[src/rtl/velocity_frame_rotation_core_assert.svh]
// assertion helpers shared by the rotation core
`ifndef VELOCITY_FRAME_ROTATION_CORE_ASSERT_SVH
`define VELOCITY_FRAME_ROTATION_CORE_ASSERT_SVH

// same-cycle implication, checked while out of reset
`define VFR_ASSERT_IMPL(label, clk, rst_n, ante, cons) \
	label: assert property (@(posedge clk) disable iff (!rst_n) (ante) |-> (cons)) \
		else $error("vfr assertion failed");

// next-cycle implication, checked while out of reset
`define VFR_ASSERT_NEXT(label, clk, rst_n, ante, cons) \
	label: assert property (@(posedge clk) disable iff (!rst_n) (ante) |=> (cons)) \
		else $error("vfr assertion failed");

`endif

[src/rtl/vfr_pkg.sv]
package vfr_pkg;

	localparam int ANGLE_STEPS  = 8192;
	localparam int ANGLE_BITS   = $clog2(ANGLE_STEPS);
	localparam int ANG_W        = 13;
	localparam int VEL_W        = 16;
	localparam int EXT_W        = VEL_W + 1;
	localparam int PHASE_W      = 32;
	localparam int RES_W        = 31;
	localparam int CORDIC_W     = 32;
	localparam int DATA_SHIFT   = 12;
	localparam int ATAN_ENTRIES = 24;
	localparam int PROD_W       = 64;
	localparam int GAIN_SHIFT   = 42;
	localparam int RND_W        = PROD_W - GAIN_SHIFT;

	localparam int IN_DATA_W  = 64;
	localparam int OUT_DATA_W = 48;

	localparam logic signed [CORDIC_W-1:0] INV_GAIN  = 32'sd652032874;
	localparam logic signed [PROD_W-1:0]   GAIN_RND  = 64'sd1 <<< (GAIN_SHIFT - 1);
	localparam logic [PHASE_W-1:0]         QTR_HALF  = 32'h2000_0000;
	localparam logic signed [RES_W-1:0]    RES_BIAS  = 31'sd536870912;

	// register indexes on the write port
	localparam int REG_IDX_W = 2;
	localparam logic [REG_IDX_W-1:0] REG_YAW_CENTER     = 2'd0;
	localparam logic [REG_IDX_W-1:0] REG_ANGLE_DEADBAND = 2'd1;

	typedef logic signed [EXT_W-1:0]    ext_t;
	typedef logic signed [CORDIC_W-1:0] cval_t;

	typedef struct packed {
		cval_t x;
		cval_t y;
		cval_t z;
	} rot_t;

	// values carried alongside the cordic for the bypass path
	typedef struct packed {
		ext_t             x_pre;
		ext_t             y_pre;
		logic             bypass;
		logic [VEL_W-1:0] spin;
	} pass_t;

	// atan(2^-i) in units of a turn / 2^32
	function automatic cval_t atan_turn(input int i);
		cval_t v;
		unique case (i)
			0:  v = 32'sd536870912;
			1:  v = 32'sd316933406;
			2:  v = 32'sd167458907;
			3:  v = 32'sd85004756;
			4:  v = 32'sd42667331;
			5:  v = 32'sd21354465;
			6:  v = 32'sd10679838;
			7:  v = 32'sd5340245;
			8:  v = 32'sd2670163;
			9:  v = 32'sd1335087;
			10: v = 32'sd667544;
			11: v = 32'sd333772;
			12: v = 32'sd166886;
			13: v = 32'sd83443;
			14: v = 32'sd41722;
			15: v = 32'sd20861;
			16: v = 32'sd10430;
			17: v = 32'sd5215;
			18: v = 32'sd2608;
			19: v = 32'sd1304;
			20: v = 32'sd652;
			21: v = 32'sd326;
			22: v = 32'sd163;
			23: v = 32'sd81;
			default: v = '0;
		endcase
		return v;
	endfunction

	function automatic logic [VEL_W-1:0] sat_vel(input logic signed [RND_W-1:0] v);
		logic [VEL_W-1:0] r;
		if (v > RND_W'(32767))
			r = 16'h7fff;
		else if (v < -RND_W'(32768))
			r = 16'h8000;
		else
			r = v[VEL_W-1:0];
		return r;
	endfunction

endpackage

[src/rtl/vfr_gain.sv]
module vfr_gain (
	input  logic                      clk,
	input  logic                      en,
	input  vfr_pkg::rot_t             rot_i,
	input  vfr_pkg::pass_t            pass_i,
	output logic [vfr_pkg::VEL_W-1:0] out_forward,
	output logic [vfr_pkg::VEL_W-1:0] out_side,
	output logic [vfr_pkg::VEL_W-1:0] out_spin
);
	import vfr_pkg::*;

	logic signed [PROD_W-1:0] prod_x;
	logic signed [PROD_W-1:0] prod_y;
	logic signed [PROD_W-1:0] px_s1;
	logic signed [PROD_W-1:0] py_s1;
	pass_t                    pass_s1;
	logic signed [PROD_W-1:0] sum_x;
	logic signed [PROD_W-1:0] sum_y;
	logic signed [RND_W-1:0]  rnd_x;
	logic signed [RND_W-1:0]  rnd_y;
	logic [VEL_W-1:0]         fwd_nxt;
	logic [VEL_W-1:0]         side_nxt;
	logic [VEL_W-1:0]         fwd_s2;
	logic [VEL_W-1:0]         side_s2;
	logic [VEL_W-1:0]         spin_s2;

	assign prod_x = PROD_W'(rot_i.x) * PROD_W'(INV_GAIN);
	assign prod_y = PROD_W'(rot_i.y) * PROD_W'(INV_GAIN);

	always_ff @(posedge clk) begin
		if (en) begin
			px_s1   <= prod_x;
			py_s1   <= prod_y;
			pass_s1 <= pass_i;
		end
	end

	// round half up and drop the gain and data scaling, or take the bypass values, then saturate
	always_comb begin
		sum_x = px_s1 + GAIN_RND;
		sum_y = py_s1 + GAIN_RND;
		rnd_x = sum_x[PROD_W-1:GAIN_SHIFT];
		rnd_y = sum_y[PROD_W-1:GAIN_SHIFT];
		if (pass_s1.bypass) begin
			fwd_nxt  = sat_vel(RND_W'(pass_s1.x_pre));
			side_nxt = sat_vel(RND_W'(pass_s1.y_pre));
		end else begin
			fwd_nxt  = sat_vel(rnd_x);
			side_nxt = sat_vel(rnd_y);
		end
	end

	always_ff @(posedge clk) begin
		if (en) begin
			fwd_s2  <= fwd_nxt;
			side_s2 <= side_nxt;
			spin_s2 <= pass_s1.spin;
		end
	end

	assign out_forward = fwd_s2;
	assign out_side    = side_s2;
	assign out_spin    = spin_s2;

endmodule

[config.mk]
export PLATFORM = sky130hd
export DESIGN_NAME = vfr_gain
export DESIGN_NICKNAME = d
export VERILOG_FILES = /design/src/rtl/velocity_frame_rotation_core_assert.svh /design/src/rtl/vfr_pkg.sv /design/src/rtl/vfr_gain.sv
export SDC_FILE = /design/constraint.sdc
export NUM_CORES = 2
export LEC_CHECK = 0
export BUFFER_PORTS_ARGS = -buffer_cell sky130_fd_sc_hd__buf_4
export CAP_MARGIN = 20
export CORE_MARGIN = 4
export CORE_UTILIZATION = 30
export CTS_BUF_LIST = sky130_fd_sc_hd__clkbuf_8
export DETAILED_ROUTE_END_ITERATION = 12
export GPL_TIMING_DRIVEN = 1
export SLEW_MARGIN = 10
export SYNTH_ARGS = -nofsm -noshare
export SYNTH_HDL_FRONTEND = slang
export SYNTH_SLANG_ARGS = --single-unit
[constraint.sdc]
create_clock -name clk -period 12 [get_ports clk]
set_clock_uncertainty 0.1 [all_clocks]
set_input_delay 2.4 -clock clk [delete_from_list [all_inputs] [get_ports clk]]
set_output_delay 2.4 -clock clk [all_outputs]
set_load 0.1 [all_outputs]
After elaboration in Yosys (flattened, before gate mapping)
Cells that the tools add are included.
W data, S select, Z words.
{"block": "word_totals", "regBits": 225, "in_bits": 149}
{"block": "op_classes", "n_addsub": 2, "mul": 2, "magnitude_cmp": 8, "n_mux": 10}
{"operator": "$mux W16", "count": 10}
{"operator": "$add A64 B43 Y64 const B", "count": 2}
{"operator": "$mul A32 B30 Y62 const B", "count": 2}
{"operator": "$gt A22 B16 Y1 const B", "count": 2}
{"operator": "$lt A22 B16 Y1 const B", "count": 2}
{"operator": "$gt A17 B16 Y1 const B", "count": 2}
{"operator": "$lt A17 B16 Y1 const B", "count": 2}

Logic depth before layout (Yosys ltp)
{"block": "depth", "depth_word": 5, "depth_mapped": 29, "depth_no_buf": 28}

Worst setup path after synthesis
No wires, ideal clock.
{"block": "synth_timing", "path_kind": "input port to flip-flop", "startpoint": "in rot_i[95] (netlist name)", "endpoint": "reg px_s1[58] (data pin)", "arrival_ps": 8856, "required_ps": 11635, "slack_ps": 2779, "cell_stages": 20, "path_buffers": 1, "path_cell_list": "clkbuf_1 clkinv_1 o21ai_0 fa_1 fa_1 fa_1 fa_1 inv_1 fa_1 inv_1 ha_1 a21oi_1 o21bai_1 a21o_1 a21oi_1 o21ai_0 and2_1 a211oi_1 o21ai_0 xor2_1"}
{"block": "synth_between", "elab_chain_cells": 1}
{"element": "start, declared", "line_no": "vfr_gain.sv:4", "rtl": "input vfr_pkg::rot_t rot_i,"}
{"element": "$mul A32 B30 Y62", "line_no": "vfr_gain.sv:27", "rtl": "assign prod_x = PROD_W'(rot_i.x) * PROD_W'(INV_GAIN);"}
{"element": "net prod_x[58]", "line_no": "vfr_gain.sv:12", "rtl": "logic signed [PROD_W-1:0] prod_x;"}
{"element": "end signal, assigned", "line_no": "vfr_gain.sv:32", "rtl": "px_s1 <= prod_x;"}
{"element": "end, declared", "line_no": "vfr_gain.sv:14", "rtl": "logic signed [PROD_W-1:0] px_s1;"}
The timed path passes the listed nets, and every way through them passes these cells.
A chain may end at the register's enable or synchronous reset.

Worst setup path in the final report
{"block": "layout_timing", "startpoint": "in rot_i[74] (netlist name)", "endpoint": "reg px_s1[59] (data pin)"}
Same word-level chain as after synthesis.

==> run summary <==
The run finished with clean final reports. The clock sink count is 143. The category of the critical setup timing path is in -> reg. The share of synthesized flip-flops with an asynchronous set or reset is 0%. For the pin with the worst max-slew slack, the measured transition is 0.9663 ns. The tool flagged a number of max-cap violations equal to 0. The first routing iteration left 1646 violations. The cell count of the worst reg-to-reg path is 10. The largest fanout on the critical path came out at 8. The net count after synthesis is 5879. The cell count of the worst hold path is 0.

The netlist uses 71 different library cells. The routability congestion estimate is 0.9467. The total inserted antenna cells came out at 0. Compared with the post-synthesis result, the final layout area differs by 9.134%. In the final layout, the share of cells above drive strength 1 is 5.285%. The average detailed-routed wire length per instance is 18.82 um. The final number of hold-violating endpoints is 0. The floorplan step set the die width to 384.6 um. Yosys printed 0 warnings.

The post-detailed-route count of antenna-violating nets came out at 0. The initial core utilization is 30.34%. The post-synthesis register bit count is 143.

In this run the mean area of a mapped cell was 10.25 um^2. The worst setup path is captured at a register. The total routing resource utilization after global routing is 16.08%. The worst-skew pair later-pin latency came out at 0.48 ns. The buffers inserted during post-CTS setup optimization came out at 0. The estimated wirelength of the detail-placed design came out at 104.1 mm. In the routed layout, each cell is associated on average with a via count of 4.556. The total number of vias came out at 28199.

The total of hold buffers inserted after clock tree synthesis came out at 0. The number of antenna violations at the first check in global routing is 7. The number of primary I/O pins is 197. The sequential-to-total area share from yosys stat is 10.09%. The count of port buffers added during placement came out at 164. The number of synthesized flops with an enable pin is 143. The maximum buffer depth of the clock tree came out at 2. The clock slew at the register clock pins of the worst setup and hold paths is 0.09 ns. After floorplanning, the core was divided into 137 placement rows. The worst pin sits at a relative slew slack of 35.58%. The number of buffers created by CTS is 17.

After clock tree synthesis, the repair step resized 0 gates. The min-delay analysis places its worst path in the category reg -> reg. In the finished design, the share of the clock period the worst path needs comes to 81.49%.

The number of global-route vias before repair was 31067. The depth of the CTS H-tree is 4. The count of endpoints failing setup in the final report came out at 0. The CTS tree is built.

The net count of the finished layout came out at 6027. The final total negative setup slack is 0 ns. Setup repair after global routing left no endpoint under its margin. The endpoint arrival time on the critical path came out at 9.90 ns. In the synthesized netlist the dominant register cell turns out to be edfxtp_1. The mapped netlist covers 42550 um^2.

Summed over all layers, the routed wires come to 116.5 mm. The tree is rooted in a clkbuf_8. The count of pins over their slew limit came out at 0. The largest net degree at the start of global routing came out at 73.

The data required time at the worst endpoint came out at 12.12 ns. The area of the core is 140200 um^2. The pre-antenna-repair detailed-routing pass consisted of 5 iterations. The number of cells produced by synthesis is 4153.

STA classifies the critical path startpoint as an input port. The height of the chip is 384.6 um. The worst slack on hold paths is 0.3256 ns. The area of the die came out at 147900 um^2. The first global-routing pass estimated 180.9 mm of wire. Timing would allow up to 102.3 MHz. The final global-route overflow total came out at 0. The number of design rule violations left after detail routing is 0.

The final critical path time including I/O delays and setup came out at 9.779 ns.
-- metrics by stage --
step	cell area (um^2)	std cells	util [%]	worst slack, ns
global route	46430	6190	33.12	1.887
floorplan	42550	4153	-	2.779
CTS	46430	6190	33.12	2.271
finish	46430	6190	33.12	2.221
detailed placement	46000	6158	32.80	1.721
global placement	46000	6158	32.80	1.755
-- worst max-delay path: stages --
cell and delay, ns:
buf_4 0.18, ha_1 0.57, xor2_1 0.43, ha_1 0.25, a21oi_1 0.07, fa_1 0.56, inv_1 0.06, fa_1 0.45
fa_1 0.62, fa_1 0.46, fa_1 0.53, inv_1 0.07, fa_1 0.50, inv_1 0.04, ha_1 0.28, and3_1 0.21
nand2_1 0.07, nor4_1 0.28, o311ai_0 0.22, a31oi_1 0.35, o21ai_0 0.30, o2111ai_1 0.26, nand2_1 0.15, o41ai_1 0.45
xor2_1 0.11
-- metal layers --
layer / global-route usage [%] / vias to the layer above / wire (um)
met5: 0 / - / 0
met4: 4.560 / 0 / 3604
met3: 2.428 / 158 / 6326
met2: 26.82 / 788 / 54860
met1: 21.68 / 14169 / 51720
li1: - / 13084 / -
-- registers in the layout, summed over array words and instances, names as in the netlist --
signal,count
px_s1,22
out_forward,16
py_s1,22
out_side,16
pass_s1,51
out_spin,16
-- synth_stat cells, drive strengths merged, types with 4 or more instances --
library cell,instances,share of area (%)
xnor2,96,2.0
o21ai,73,0.86
a21oi,140,1.6
nand2,116,1.0
nand4,22,0.32
a31oi,19,0.28
nor2b,24,0.35
maj3,15,0.35
inv,1331,12
fa,834,39
nand3,36,0.45
a22o,10,0.21
nor2,60,0.53
edfxtp,143,10
ha,743,22
o211ai,20,0.48
and4,10,0.21
a211oi,26,0.46
and3,12,0.18
nor3,14,0.19
xor2,177,3.6
o31ai,4,0.071
a21o,79,1.4
o41ai,4,0.10
or3,5,0.074
buf,6,0.082
o21bai,10,0.18
clkbuf,33,0.30
nor4,5,0.11
and2,6,0.088
a22oi,9,0.16
o2111ai,5,0.10
o311ai,5,0.10
nand2b,7,0.10
o21a,10,0.18
or2,5,0.074
-- layout make-up --
cell class	count	area, um^2
sequential	143	4294
tap	1876	2347
timing repair buffer	168	1265
fill	14469	93780
clock inverter	15	202.7
inverter	1332	5000
multi-input combinational	2639	33090
clock buffer	17	234.0
-- kinds of logic (layout without fill, tap and decap cells) --
logic type / after synthesis / after routing / synth area share (%)
compound gates: 444 / 444 / 6.840
xor+xnor: 273 / 273 / 5.620
fa+ha+maj: 1592 / 1592 / 61.44
buf+inv: 1371 / 1532 / 12.13
flops: 143 / 143 / 10.09
mux: 4 / 4 / 0.09704
simple gates: 326 / 326 / 3.776
-- placed cells by master (no fill, tap or decap), types with 19 or more instances in the layout --
cell type / count
ha_1: 743
nor2b_1: 24
buf_4: 167
nand2_1: 116
nand4_1: 22
a21o_1: 79
nor2_1: 60
a211oi_1: 26
fa_1: 834
a31oi_1: 19
a21oi_1: 140
xor2_1: 177
edfxtp_1: 143
inv_1: 1330
o21ai_0: 69
xnor2_1: 96
nand3_1: 34
-- final timing paths --
check	from	endpoint	slack (ns)
worst min-delay path	pass_s1[2]	out_spin[2]	0.33
worst min register to register	pass_s1[2]	out_spin[2]	0.33
worst max-delay path	rot_i[74]	px_s1[59]	2.22
worst max register to register	px_s1[41]	out_forward[0]	8.33
Power is left out: the tool's default activity adds up to more than one toggle a clock period on the data nets, which glitch-free logic cannot reach.
