==> src/rtl/velocity_frame_rotation_core_assert.svh <==
// assertion helpers shared by the rotation core
`ifndef VELOCITY_FRAME_ROTATION_CORE_ASSERT_SVH
`define VELOCITY_FRAME_ROTATION_CORE_ASSERT_SVH

// same-cycle implication, checked while out of reset
`define VFR_ASSERT_IMPL(label, clk, rst_n, ante, cons) \
	label: assert property (@(posedge clk) disable iff (!rst_n) (ante) |-> (cons)) \
		else $error("vfr assertion failed");

// next-cycle implication, checked while out of reset
`define VFR_ASSERT_NEXT(label, clk, rst_n, ante, cons) \
	label: assert property (@(posedge clk) disable iff (!rst_n) (ante) |=> (cons)) \
		else $error("vfr assertion failed");

`endif

==> src/rtl/vfr_pkg.sv <==
package vfr_pkg;

	localparam int ANGLE_STEPS  = 8192;
	localparam int ANGLE_BITS   = $clog2(ANGLE_STEPS);
	localparam int ANG_W        = 13;
	localparam int VEL_W        = 16;
	localparam int EXT_W        = VEL_W + 1;
	localparam int PHASE_W      = 32;
	localparam int RES_W        = 31;
	localparam int CORDIC_W     = 32;
	localparam int DATA_SHIFT   = 12;
	localparam int ATAN_ENTRIES = 24;
	localparam int PROD_W       = 64;
	localparam int GAIN_SHIFT   = 42;
	localparam int RND_W        = PROD_W - GAIN_SHIFT;

	localparam int IN_DATA_W  = 64;
	localparam int OUT_DATA_W = 48;

	localparam logic signed [CORDIC_W-1:0] INV_GAIN  = 32'sd652032874;
	localparam logic signed [PROD_W-1:0]   GAIN_RND  = 64'sd1 <<< (GAIN_SHIFT - 1);
	localparam logic [PHASE_W-1:0]         QTR_HALF  = 32'h2000_0000;
	localparam logic signed [RES_W-1:0]    RES_BIAS  = 31'sd536870912;

	// register indexes on the write port
	localparam int REG_IDX_W = 2;
	localparam logic [REG_IDX_W-1:0] REG_YAW_CENTER     = 2'd0;
	localparam logic [REG_IDX_W-1:0] REG_ANGLE_DEADBAND = 2'd1;

	typedef logic signed [EXT_W-1:0]    ext_t;
	typedef logic signed [CORDIC_W-1:0] cval_t;

	typedef struct packed {
		cval_t x;
		cval_t y;
		cval_t z;
	} rot_t;

	// values carried alongside the cordic for the bypass path
	typedef struct packed {
		ext_t             x_pre;
		ext_t             y_pre;
		logic             bypass;
		logic [VEL_W-1:0] spin;
	} pass_t;

	// atan(2^-i) in units of a turn / 2^32
	function automatic cval_t atan_turn(input int i);
		cval_t v;
		unique case (i)
			0:  v = 32'sd536870912;
			1:  v = 32'sd316933406;
			2:  v = 32'sd167458907;
			3:  v = 32'sd85004756;
			4:  v = 32'sd42667331;
			5:  v = 32'sd21354465;
			6:  v = 32'sd10679838;
			7:  v = 32'sd5340245;
			8:  v = 32'sd2670163;
			9:  v = 32'sd1335087;
			10: v = 32'sd667544;
			11: v = 32'sd333772;
			12: v = 32'sd166886;
			13: v = 32'sd83443;
			14: v = 32'sd41722;
			15: v = 32'sd20861;
			16: v = 32'sd10430;
			17: v = 32'sd5215;
			18: v = 32'sd2608;
			19: v = 32'sd1304;
			20: v = 32'sd652;
			21: v = 32'sd326;
			22: v = 32'sd163;
			23: v = 32'sd81;
			default: v = '0;
		endcase
		return v;
	endfunction

	function automatic logic [VEL_W-1:0] sat_vel(input logic signed [RND_W-1:0] v);
		logic [VEL_W-1:0] r;
		if (v > RND_W'(32767))
			r = 16'h7fff;
		else if (v < -RND_W'(32768))
			r = 16'h8000;
		else
			r = v[VEL_W-1:0];
		return r;
	endfunction

endpackage

==> src/rtl/vfr_cordic_stage.sv <==
module vfr_cordic_stage #(
	parameter int SHIFT = 0
) (
	input  logic           clk,
	input  logic           en,
	input  vfr_pkg::rot_t  rot_i,
	input  vfr_pkg::pass_t pass_i,
	output vfr_pkg::rot_t  rot_o,
	output vfr_pkg::pass_t pass_o
);
	import vfr_pkg::*;

	localparam cval_t ATAN = atan_turn(SHIFT);

	cval_t dx;
	cval_t dy;
	rot_t  nxt;
	rot_t  rot_s1;
	pass_t pass_s1;

	// zero residual counts as positive
	always_comb begin
		dx = rot_i.y >>> SHIFT;
		dy = rot_i.x >>> SHIFT;
		if (!rot_i.z[CORDIC_W-1]) begin
			nxt.x = rot_i.x - dx;
			nxt.y = rot_i.y + dy;
			nxt.z = rot_i.z - ATAN;
		end else begin
			nxt.x = rot_i.x + dx;
			nxt.y = rot_i.y - dy;
			nxt.z = rot_i.z + ATAN;
		end
	end

	always_ff @(posedge clk) begin
		if (en) begin
			rot_s1  <= nxt;
			pass_s1 <= pass_i;
		end
	end

	assign rot_o  = rot_s1;
	assign pass_o = pass_s1;

endmodule

==> config.mk <==
export PLATFORM = sky130hd
export DESIGN_NAME = vfr_cordic_stage
export DESIGN_NICKNAME = d
export VERILOG_FILES = /design/src/rtl/velocity_frame_rotation_core_assert.svh /design/src/rtl/vfr_pkg.sv /design/src/rtl/vfr_cordic_stage.sv
export SDC_FILE = /design/constraint.sdc
export NUM_CORES = 1
export LEC_CHECK = 0
export ABC_CLOCK_PERIOD_IN_PS = 9800
export BUFFER_PORTS_ARGS = -buffer_cell sky130_fd_sc_hd__clkbuf_2
export CORE_MARGIN = 3
export CORE_UTILIZATION = 45
export CTS_CLUSTER_DIAMETER = 150
export DETAILED_ROUTE_END_ITERATION = 16
export GPL_TIMING_DRIVEN = 0
export HOLD_SLACK_MARGIN = 0.03
export PLACE_DENSITY = 0.8
export SYNTH_ARGS = -nofsm -noshare
export SYNTH_HDL_FRONTEND = slang
export SYNTH_SLANG_ARGS = --single-unit
==> constraint.sdc <==
create_clock -name clk -period 9.8 [get_ports clk]
set_clock_uncertainty 0.2 [all_clocks]
set_input_delay 1.96 -clock clk [delete_from_list [all_inputs] [get_ports clk]]
set_output_delay 1.96 -clock clk [all_outputs]
set_load 0.005 [all_outputs]
## Word-level counts from Yosys, hierarchy flattened

Cells that the tools add are included.

- Register bits after elaboration: 147
- Bits in latches: 0
- Memory bits (writable): 0
- Bits in read-only memories: 0
- Bits of input ports: 149
- Output and inout bits: 147
- Word-level logic and storage cells: 13
- Memories: 0

- Add/sub/neg operators: 5
- Multipliers: 0
- Div/mod/pow operators: 0
- $lt $le $gt $ge: 0
- Equal/unequal tests: 0
- Shift-type cells: 0
- Mux-type cells: 1
- Bitwise gates (word level): 0
- Reductions and logical operators: 0

Operator list:

| kind | number |
|---|---|
| 2-to-1 mux 96 bit | 1 |
| subtractor 32 bit | 2 |
| adder 32 x 31 -> 32 bit (second input constant) | 1 |
| adder 32 bit | 1 |
| subtractor 32 x 31 -> 32 bit (second input constant) | 1 |

## Depth between registers and ports, before layout

Gate-level depths: netlist (run 1).

- Depth in word-level cells: 2
- Mapped depth: 12

## Least setup slack after synthesis (run 1)

Ideal clock, no wire load.

- Path type: in2reg
- Start: input port rot_i[35] (netlist name)
- End: register rot_s1, in the netlist rot_o[62], data pin
- Setup time: 268 ps
- Data arrival time: 4056 ps
- Required time: 9332 ps
- Slack: 5276 ps
- Stages on the path: 12
- Path through: inv_1 -> ha_1 -> buf_4 -> a21o_1 -> a2111oi_2 -> o211ai_1 -> nand2_2 -> o211ai_1 -> a221oi_2 -> o2111a_1 -> a21oi_1 -> xor2_1

RTL lines:

| item | line | RTL |
|---|---|---|
| start: declaration | vfr_cordic_stage.sv:6 | `input vfr_pkg::rot_t rot_i,` |
| end signal: assignment | vfr_cordic_stage.sv:38 | `rot_s1 <= nxt;` |
| end: declaration | vfr_cordic_stage.sv:18 | `rot_t rot_s1;` |

==> results_dict.tcl, run 1 <==
set metrics [dict create \
    p_sw_frac 0.324 \
    insertedDiodeCount 0 \
    vias 8942 \
    multi_input_area_um2 4930 \
    synth_top_family_by_area "compound AO/OA/AOI/OAI gates" \
    syn-instance-count 964 \
    synth-xor-area-share 0.0532 \
    synth_area_um2 9880 \
    cts_tree "yes" \
    ir_drop_mv 0.117 \
    hold_buffers 0 \
    wl_per_cell_um 20.8 \
    synth_nets 1211 \
    die_h_um 154 \
    avgSynthCellArea_um2 10.2 \
    dp_hpwl_um 25900 \
    pwr-share-seq 0.410 \
    hold_path.class "primary input to flop" \
    p_total_mw 1.97 \
    syn2layout_area_growth_pct 24.6 \
    synth-simple-area-share 0.104 \
    synth-edff-count 146 \
    internal-power_mw 1.33 \
    hold_depth 1 \
    antenna_found_initial 0 \
    drc 0 \
    finalHoldViolations 0 \
    die_w_um 154 \
    placed_cells 1534 \
    grt_pass1_wl_um 48500 \
    drv_slew 0 \
    seq_area_um2 4380 \
    drv_cap 0 \
    startpoint_type "primary input" \
    synth_compound_area_frac 0.202 \
    synthMuxAreaShare 0.0122 \
    p_leak_nw 5.51 \
    p_sw_mw 0.638 \
    comb_power_share 0.272 \
    io_buffers 294 \
    drtAntennaViolNets 0 \
    tns_ns 0 \
    final_cell_mix "293 x clkbuf_2, 146 x edfxtp_1, 101 x a21oi_1, 94 x ha_1, 90 x inv_1" \
    setup_slack_ns 4.50 \
    final_layout_size_suffix_gt1_frac 0.295 \
    cts_setup_buffers 0 \
    grt-ovfl-total 0 \
    drtIter0Drc 916 \
    fmax_mhz 189 \
    grt_usage 0.262 \
    min_to "rot_o[25]$_DFFE_PP_" \
    yosysSeqAreaShare 0.444 \
    first_global_vias 8445 \
    coreArea_um2 21300 \
    ys_ff_latch 146 \
    period_minus_slack_ns 5.30 \
    clock-sinks 146 \
    start_util 0.464 \
    finalSetupViolations 0 \
    ctsResizeCount 0 \
    nNetsFinal 1525 \
    cts.clk_slew.worst_paths_ns 0.07 \
    synth_warnings 0 \
    grt_max_degree 81 \
    crit_fanout 10 \
    synth.distinct_cells 81 \
    fp-row-count 53 \
    via_per_inst 5.71 \
    async_flop_share 0 \
    dp_slack_ns 4.26 \
    status "completed" \
    wl_um 32600 \
    cp-end-kind "flop" \
    final_cells 1566 \
    synthAdderAreaFrac 0.127 \
    pwr_density_cell_nw_per_um2 160 \
    ios 296 \
    htree_levels 4 \
    crit_type "primary input to flop" \
    relSlewSlack 0.425 \
    rsz0062_at_grt "no" \
    dieArea_um2 23800 \
    cts_buffers 17 \
    period_share 0.541 \
    place.gp.congestion 1.00 \
    cts_max_path_buffers 2 \
    root_buffer "clkbuf_16" \
    required_ns 9.76 \
    final_common_cell "clkbuf_2" \
    n_fill_cell 1868 \
    tightest_slew_ns 0.863 \
    hold_path.startpoint "rot_i[25]" \
    clockPowerShare 0.318 \
    arrival_ns 5.25 \
    dr.pass1.iters 5 \
    ys.flop_type "edfxtp_1" \
]
state kept, by name (all words and copies together), names as in the netlist:
| signal | flops |
|---|---|
| pass_o | 51 |
| rot_o | 95 |
routing by layer:
layer  global-route usage  wire (um)  vias up
met5                    0          0        -
met1                0.341      13000     4212
met3               0.0439       2830       73
met4                0.102       1190        0
met2                0.439      15700      534
li1                     -          -     4123
power by group through the flow:
stage	combinational (mW)	sequential (mW)	clock [mW]
global route	0.575	0.812	0.663
detailed placement	0.523	0.821	0
CTS	0.526	0.807	0.638
global placement	0.516	0.822	0
finish	0.535	0.807	0.625
floorplan	0.281	0.825	0
area by class of cell:
cell class / instances / area share
Tap cell: 275 / 0.0280
Buffer: 41 / 0.0161
Sequential cell: 146 / 0.356
Multi-Input combinational cell: 679 / 0.400
Inverter: 98 / 0.0299
Clock buffer: 18 / 0.0349
Clock inverter: 14 / 0.0117
Timing Repair Buffer: 295 / 0.123
worst max-delay path, cell delays in order:
cell	delay, ns
clkbuf_2	0.11
inv_1	0.05
ha_1	0.38
buf_1	0.31
nor4_1	0.77
o21ai_0	0.20
o21bai_1	0.40
a21boi_1	0.24
o41ai_2	0.43
o21ai_0	0.19
xor2_1	0.20
cells in the mapped netlist (all sizes together), types with 10 or more instances:
master  instances  area share
xnor2          50       0.044
o31ai          12       0.011
nand2b         11      0.0077
nand2          48       0.019
nor2           79       0.030
ha             94        0.12
a211oi         11      0.0089
a21oi         103       0.053
nand4          11      0.0076
o21ai          64       0.033
o21bai         13      0.0099
nor3           10      0.0051
xor2           10      0.0089
o211ai         12       0.010
nand3          13      0.0066
o21a           11      0.0084
clkbuf         20      0.0076
a31oi          10      0.0076
inv            97       0.037
a21o           10      0.0076
mux2i          12       0.012
edfxtp        146        0.44
buf            21       0.012
cells by family (layout without fill, tap and decap cells):
group	after synthesis	after routing
mux	12	12
flops	146	146
compound gates	296	296
fa+ha+maj	98	98
buf+inv	139	466
simple gates	213	213
xor+xnor	60	60
worst max path at each step:
stage              start                   to  cells after the start
2_1_floorplan  rot_i[35]  rot_o[62]$_DFFE_PP_                     12
3_3_place_gp   rot_i[45]  rot_o[52]$_DFFE_PP_                     11
6_report       rot_i[45]  rot_o[52]$_DFFE_PP_                     11
5_1_grt        rot_i[45]  rot_o[52]$_DFFE_PP_                     11
4_1_cts        rot_i[45]  rot_o[52]$_DFFE_PP_                     11
3_5_place_dp   rot_i[45]  rot_o[52]$_DFFE_PP_                     11
metrics by stage:
step | area (um^2) | util | hold slack (ns)
2_1_floorplan | 9880 | - | 1.86
3_3_place_gp | 11700 | 0.549 | 1.94
3_5_place_dp | 11700 | 0.551 | 1.94
4_1_cts | 12300 | 0.578 | 1.49
5_1_grt | 12300 | 0.578 | 1.49
6_report | 12300 | 0.578 | 1.51
Note: power is estimated with default switching activity, not from simulation.
==> run 2, diff against run 1 <==
- ABC_CLOCK_PERIOD_IN_PS: 9800 -> 4500
- PLACE_DENSITY: 0.8 -> 0.83
- clock period: 9.8 -> 4.5 ns (I/O delays scaled with it)
==> run 2 against run 1 <==
  * Clock power is 120% higher
  * Clock-buffer cell count is 1 lower
  * Sequential share of layout area hardly changed
  * Total power is 120% higher
  * Worst setup slack worse by 4.4 ns
  * Final area hardly changed
  * Routed wire length is 3.6% lower
  * Die area stayed put
  * Non-clock buffer count stayed put
  * Utilization hardly changed
  * Sequential cell count stayed put
==> results_dict.tcl, run 2 (same netlist as run 1, synthesis figures left out) <==
set metrics [dict create \
    ios 296 \
    wl_um 31500 \
    period_share 0.967 \
    startpoint_type "primary input" \
    dp_hpwl_um 25100 \
    final_cell_area_um2 12300 \
    final_layout_size_suffix_gt1_frac 0.295 \
    finalHoldViolations 0 \
    clock-sinks 146 \
    hold_buffers 0 \
    worst_hold_slack_ns 0.455 \
    drtIter0Drc 958 \
    ir_drop_mv 0.243 \
    dr.pass1.iters 6 \
    drv_slew 0 \
    grt_max_degree 75 \
    vias 8942 \
    coreArea_um2 21300 \
    start_util 0.464 \
    insertedDiodeCount 0 \
    antenna_found_initial 0 \
    cts_max_path_buffers 2 \
    die_w_um 154 \
    fmax_mhz 230 \
    pwr_density_cell_nw_per_um2 349 \
    required_ns 4.45 \
    cts_buffers 17 \
    syn2layout_area_growth_pct 24.6 \
    final_common_cell "clkbuf_2" \
    ctsResizeCount 0 \
    drtAntennaViolNets 0 \
    drv_cap 0 \
    cp-endpoint "rot_o[52]$_DFFE_PP_" \
    postPlaceCellArea_um2 11700 \
    die_h_um 154 \
    grt_pass1_wl_um 47500 \
    final_cell_mix "293 x clkbuf_2, 146 x edfxtp_1, 101 x a21oi_1, 94 x ha_1, 90 x inv_1" \
    cts_setup_buffers 0 \
    largest_reg_flops 95 \
    p_leak_nw 5.50 \
    n_fill_cell 1849 \
    root_buffer "clkbuf_16" \
    arrival_ns 4.30 \
    via_per_inst 5.71 \
    crit_type "primary input to flop" \
    finalSetupViolations 0 \
    grt-ovfl-total 0 \
    wl_per_cell_um 20.1 \
    place.gp.congestion 1.00 \
    hold_path.class "primary input to flop" \
    first_global_vias 8608 \
    cts.clk_slew.worst_paths_ns 0.07 \
    cts_tree "yes" \
    tns_ns 0 \
    utilization 0.578 \
    tightest_slew_ns 0.948 \
    drc 0 \
    fp-row-count 53 \
    dieArea_um2 23800 \
    htree_levels 4 \
    status "completed" \
    p_total_mw 4.29 \
    period_minus_slack_ns 4.35 \
    nNetsFinal 1525 \
    crit_fanout 10 \
    critPathLaunch "rot_i[45]" \
    cp-end-kind "flop" \
    grt_usage 0.253 \
    io_buffers 294 \
    rsz0062_at_grt "no" \
    relSlewSlack 0.362 \
]
==> run 2: cell types whose count changed in the layout (fill, tap and decap cells not counted) <==
cell and delta:
inv_6 +2, bufinv_16 +1, clkinv_8 -1, clkinvlp_4 +3, inv_8 -2, clkinv_4 -3
clkbuf_1 -1
==> run 2: stage by stage <==
step	setup slack [ns]	std cells
final	0.150	1565
after detailed placement	0.0109	1534
after global placement	0.0155	1533
after floorplan	1.04	964
after CTS	0.421	1565
after global routing	0.120	1565
==> run 2: final cells by class <==
cell class | instances | area [um^2] | area share
Multi-Input combinational cell | 679 | 4930 | 0.400
Sequential cell | 146 | 4380 | 0.356
Timing Repair Buffer | 295 | 1510 | 0.123
Clock buffer | 17 | 425 | 0.0346
Inverter | 98 | 368 | 0.0299
Tap cell | 275 | 344 | 0.0280
Buffer | 41 | 198 | 0.0161
Clock inverter | 14 | 149 | 0.0121
==> run 2: worst max-delay path, stage by stage <==
cell and delay, ns:
clkbuf_2 0.11, inv_1 0.05, ha_1 0.38, buf_1 0.32, nor4_1 0.86, o21ai_0 0.20
o21bai_1 0.45, a21boi_1 0.26, o41ai_2 0.43, o21ai_0 0.17, xor2_1 0.18
==> run 2: routing by layer <==
metal	GRT usage	share of wire	vias to the layer above
li1	-	-	4111
met1	0.329	0.39	4152
met5	0	0	-
met3	0.0464	0.095	93
met4	0.118	0.047	0
met2	0.410	0.47	586
==> run 2: report_power, final <==
group	switching, mW	internal, mW
registers	0.0584	1.71
clock network	0.596	0.776
logic	0.700	0.455
==> run 2: worst min-delay path by stage <==
stage | cells after the start | to | slack, ns | start
floorplan | 0 | pass_o[0]$_DFFE_PP_ | 0.80 | pass_i[0]
global placement | 1 | pass_o[35]$_DFFE_PP_ | 0.88 | pass_i[35]
detailed placement | 1 | pass_o[9]$_DFFE_PP_ | 0.88 | pass_i[9]
CTS | 1 | pass_o[9]$_DFFE_PP_ | 0.45 | pass_i[9]
global route | 1 | pass_o[48]$_DFFE_PP_ | 0.43 | pass_i[48]
finish | 1 | pass_o[9]$_DFFE_PP_ | 0.46 | pass_i[9]
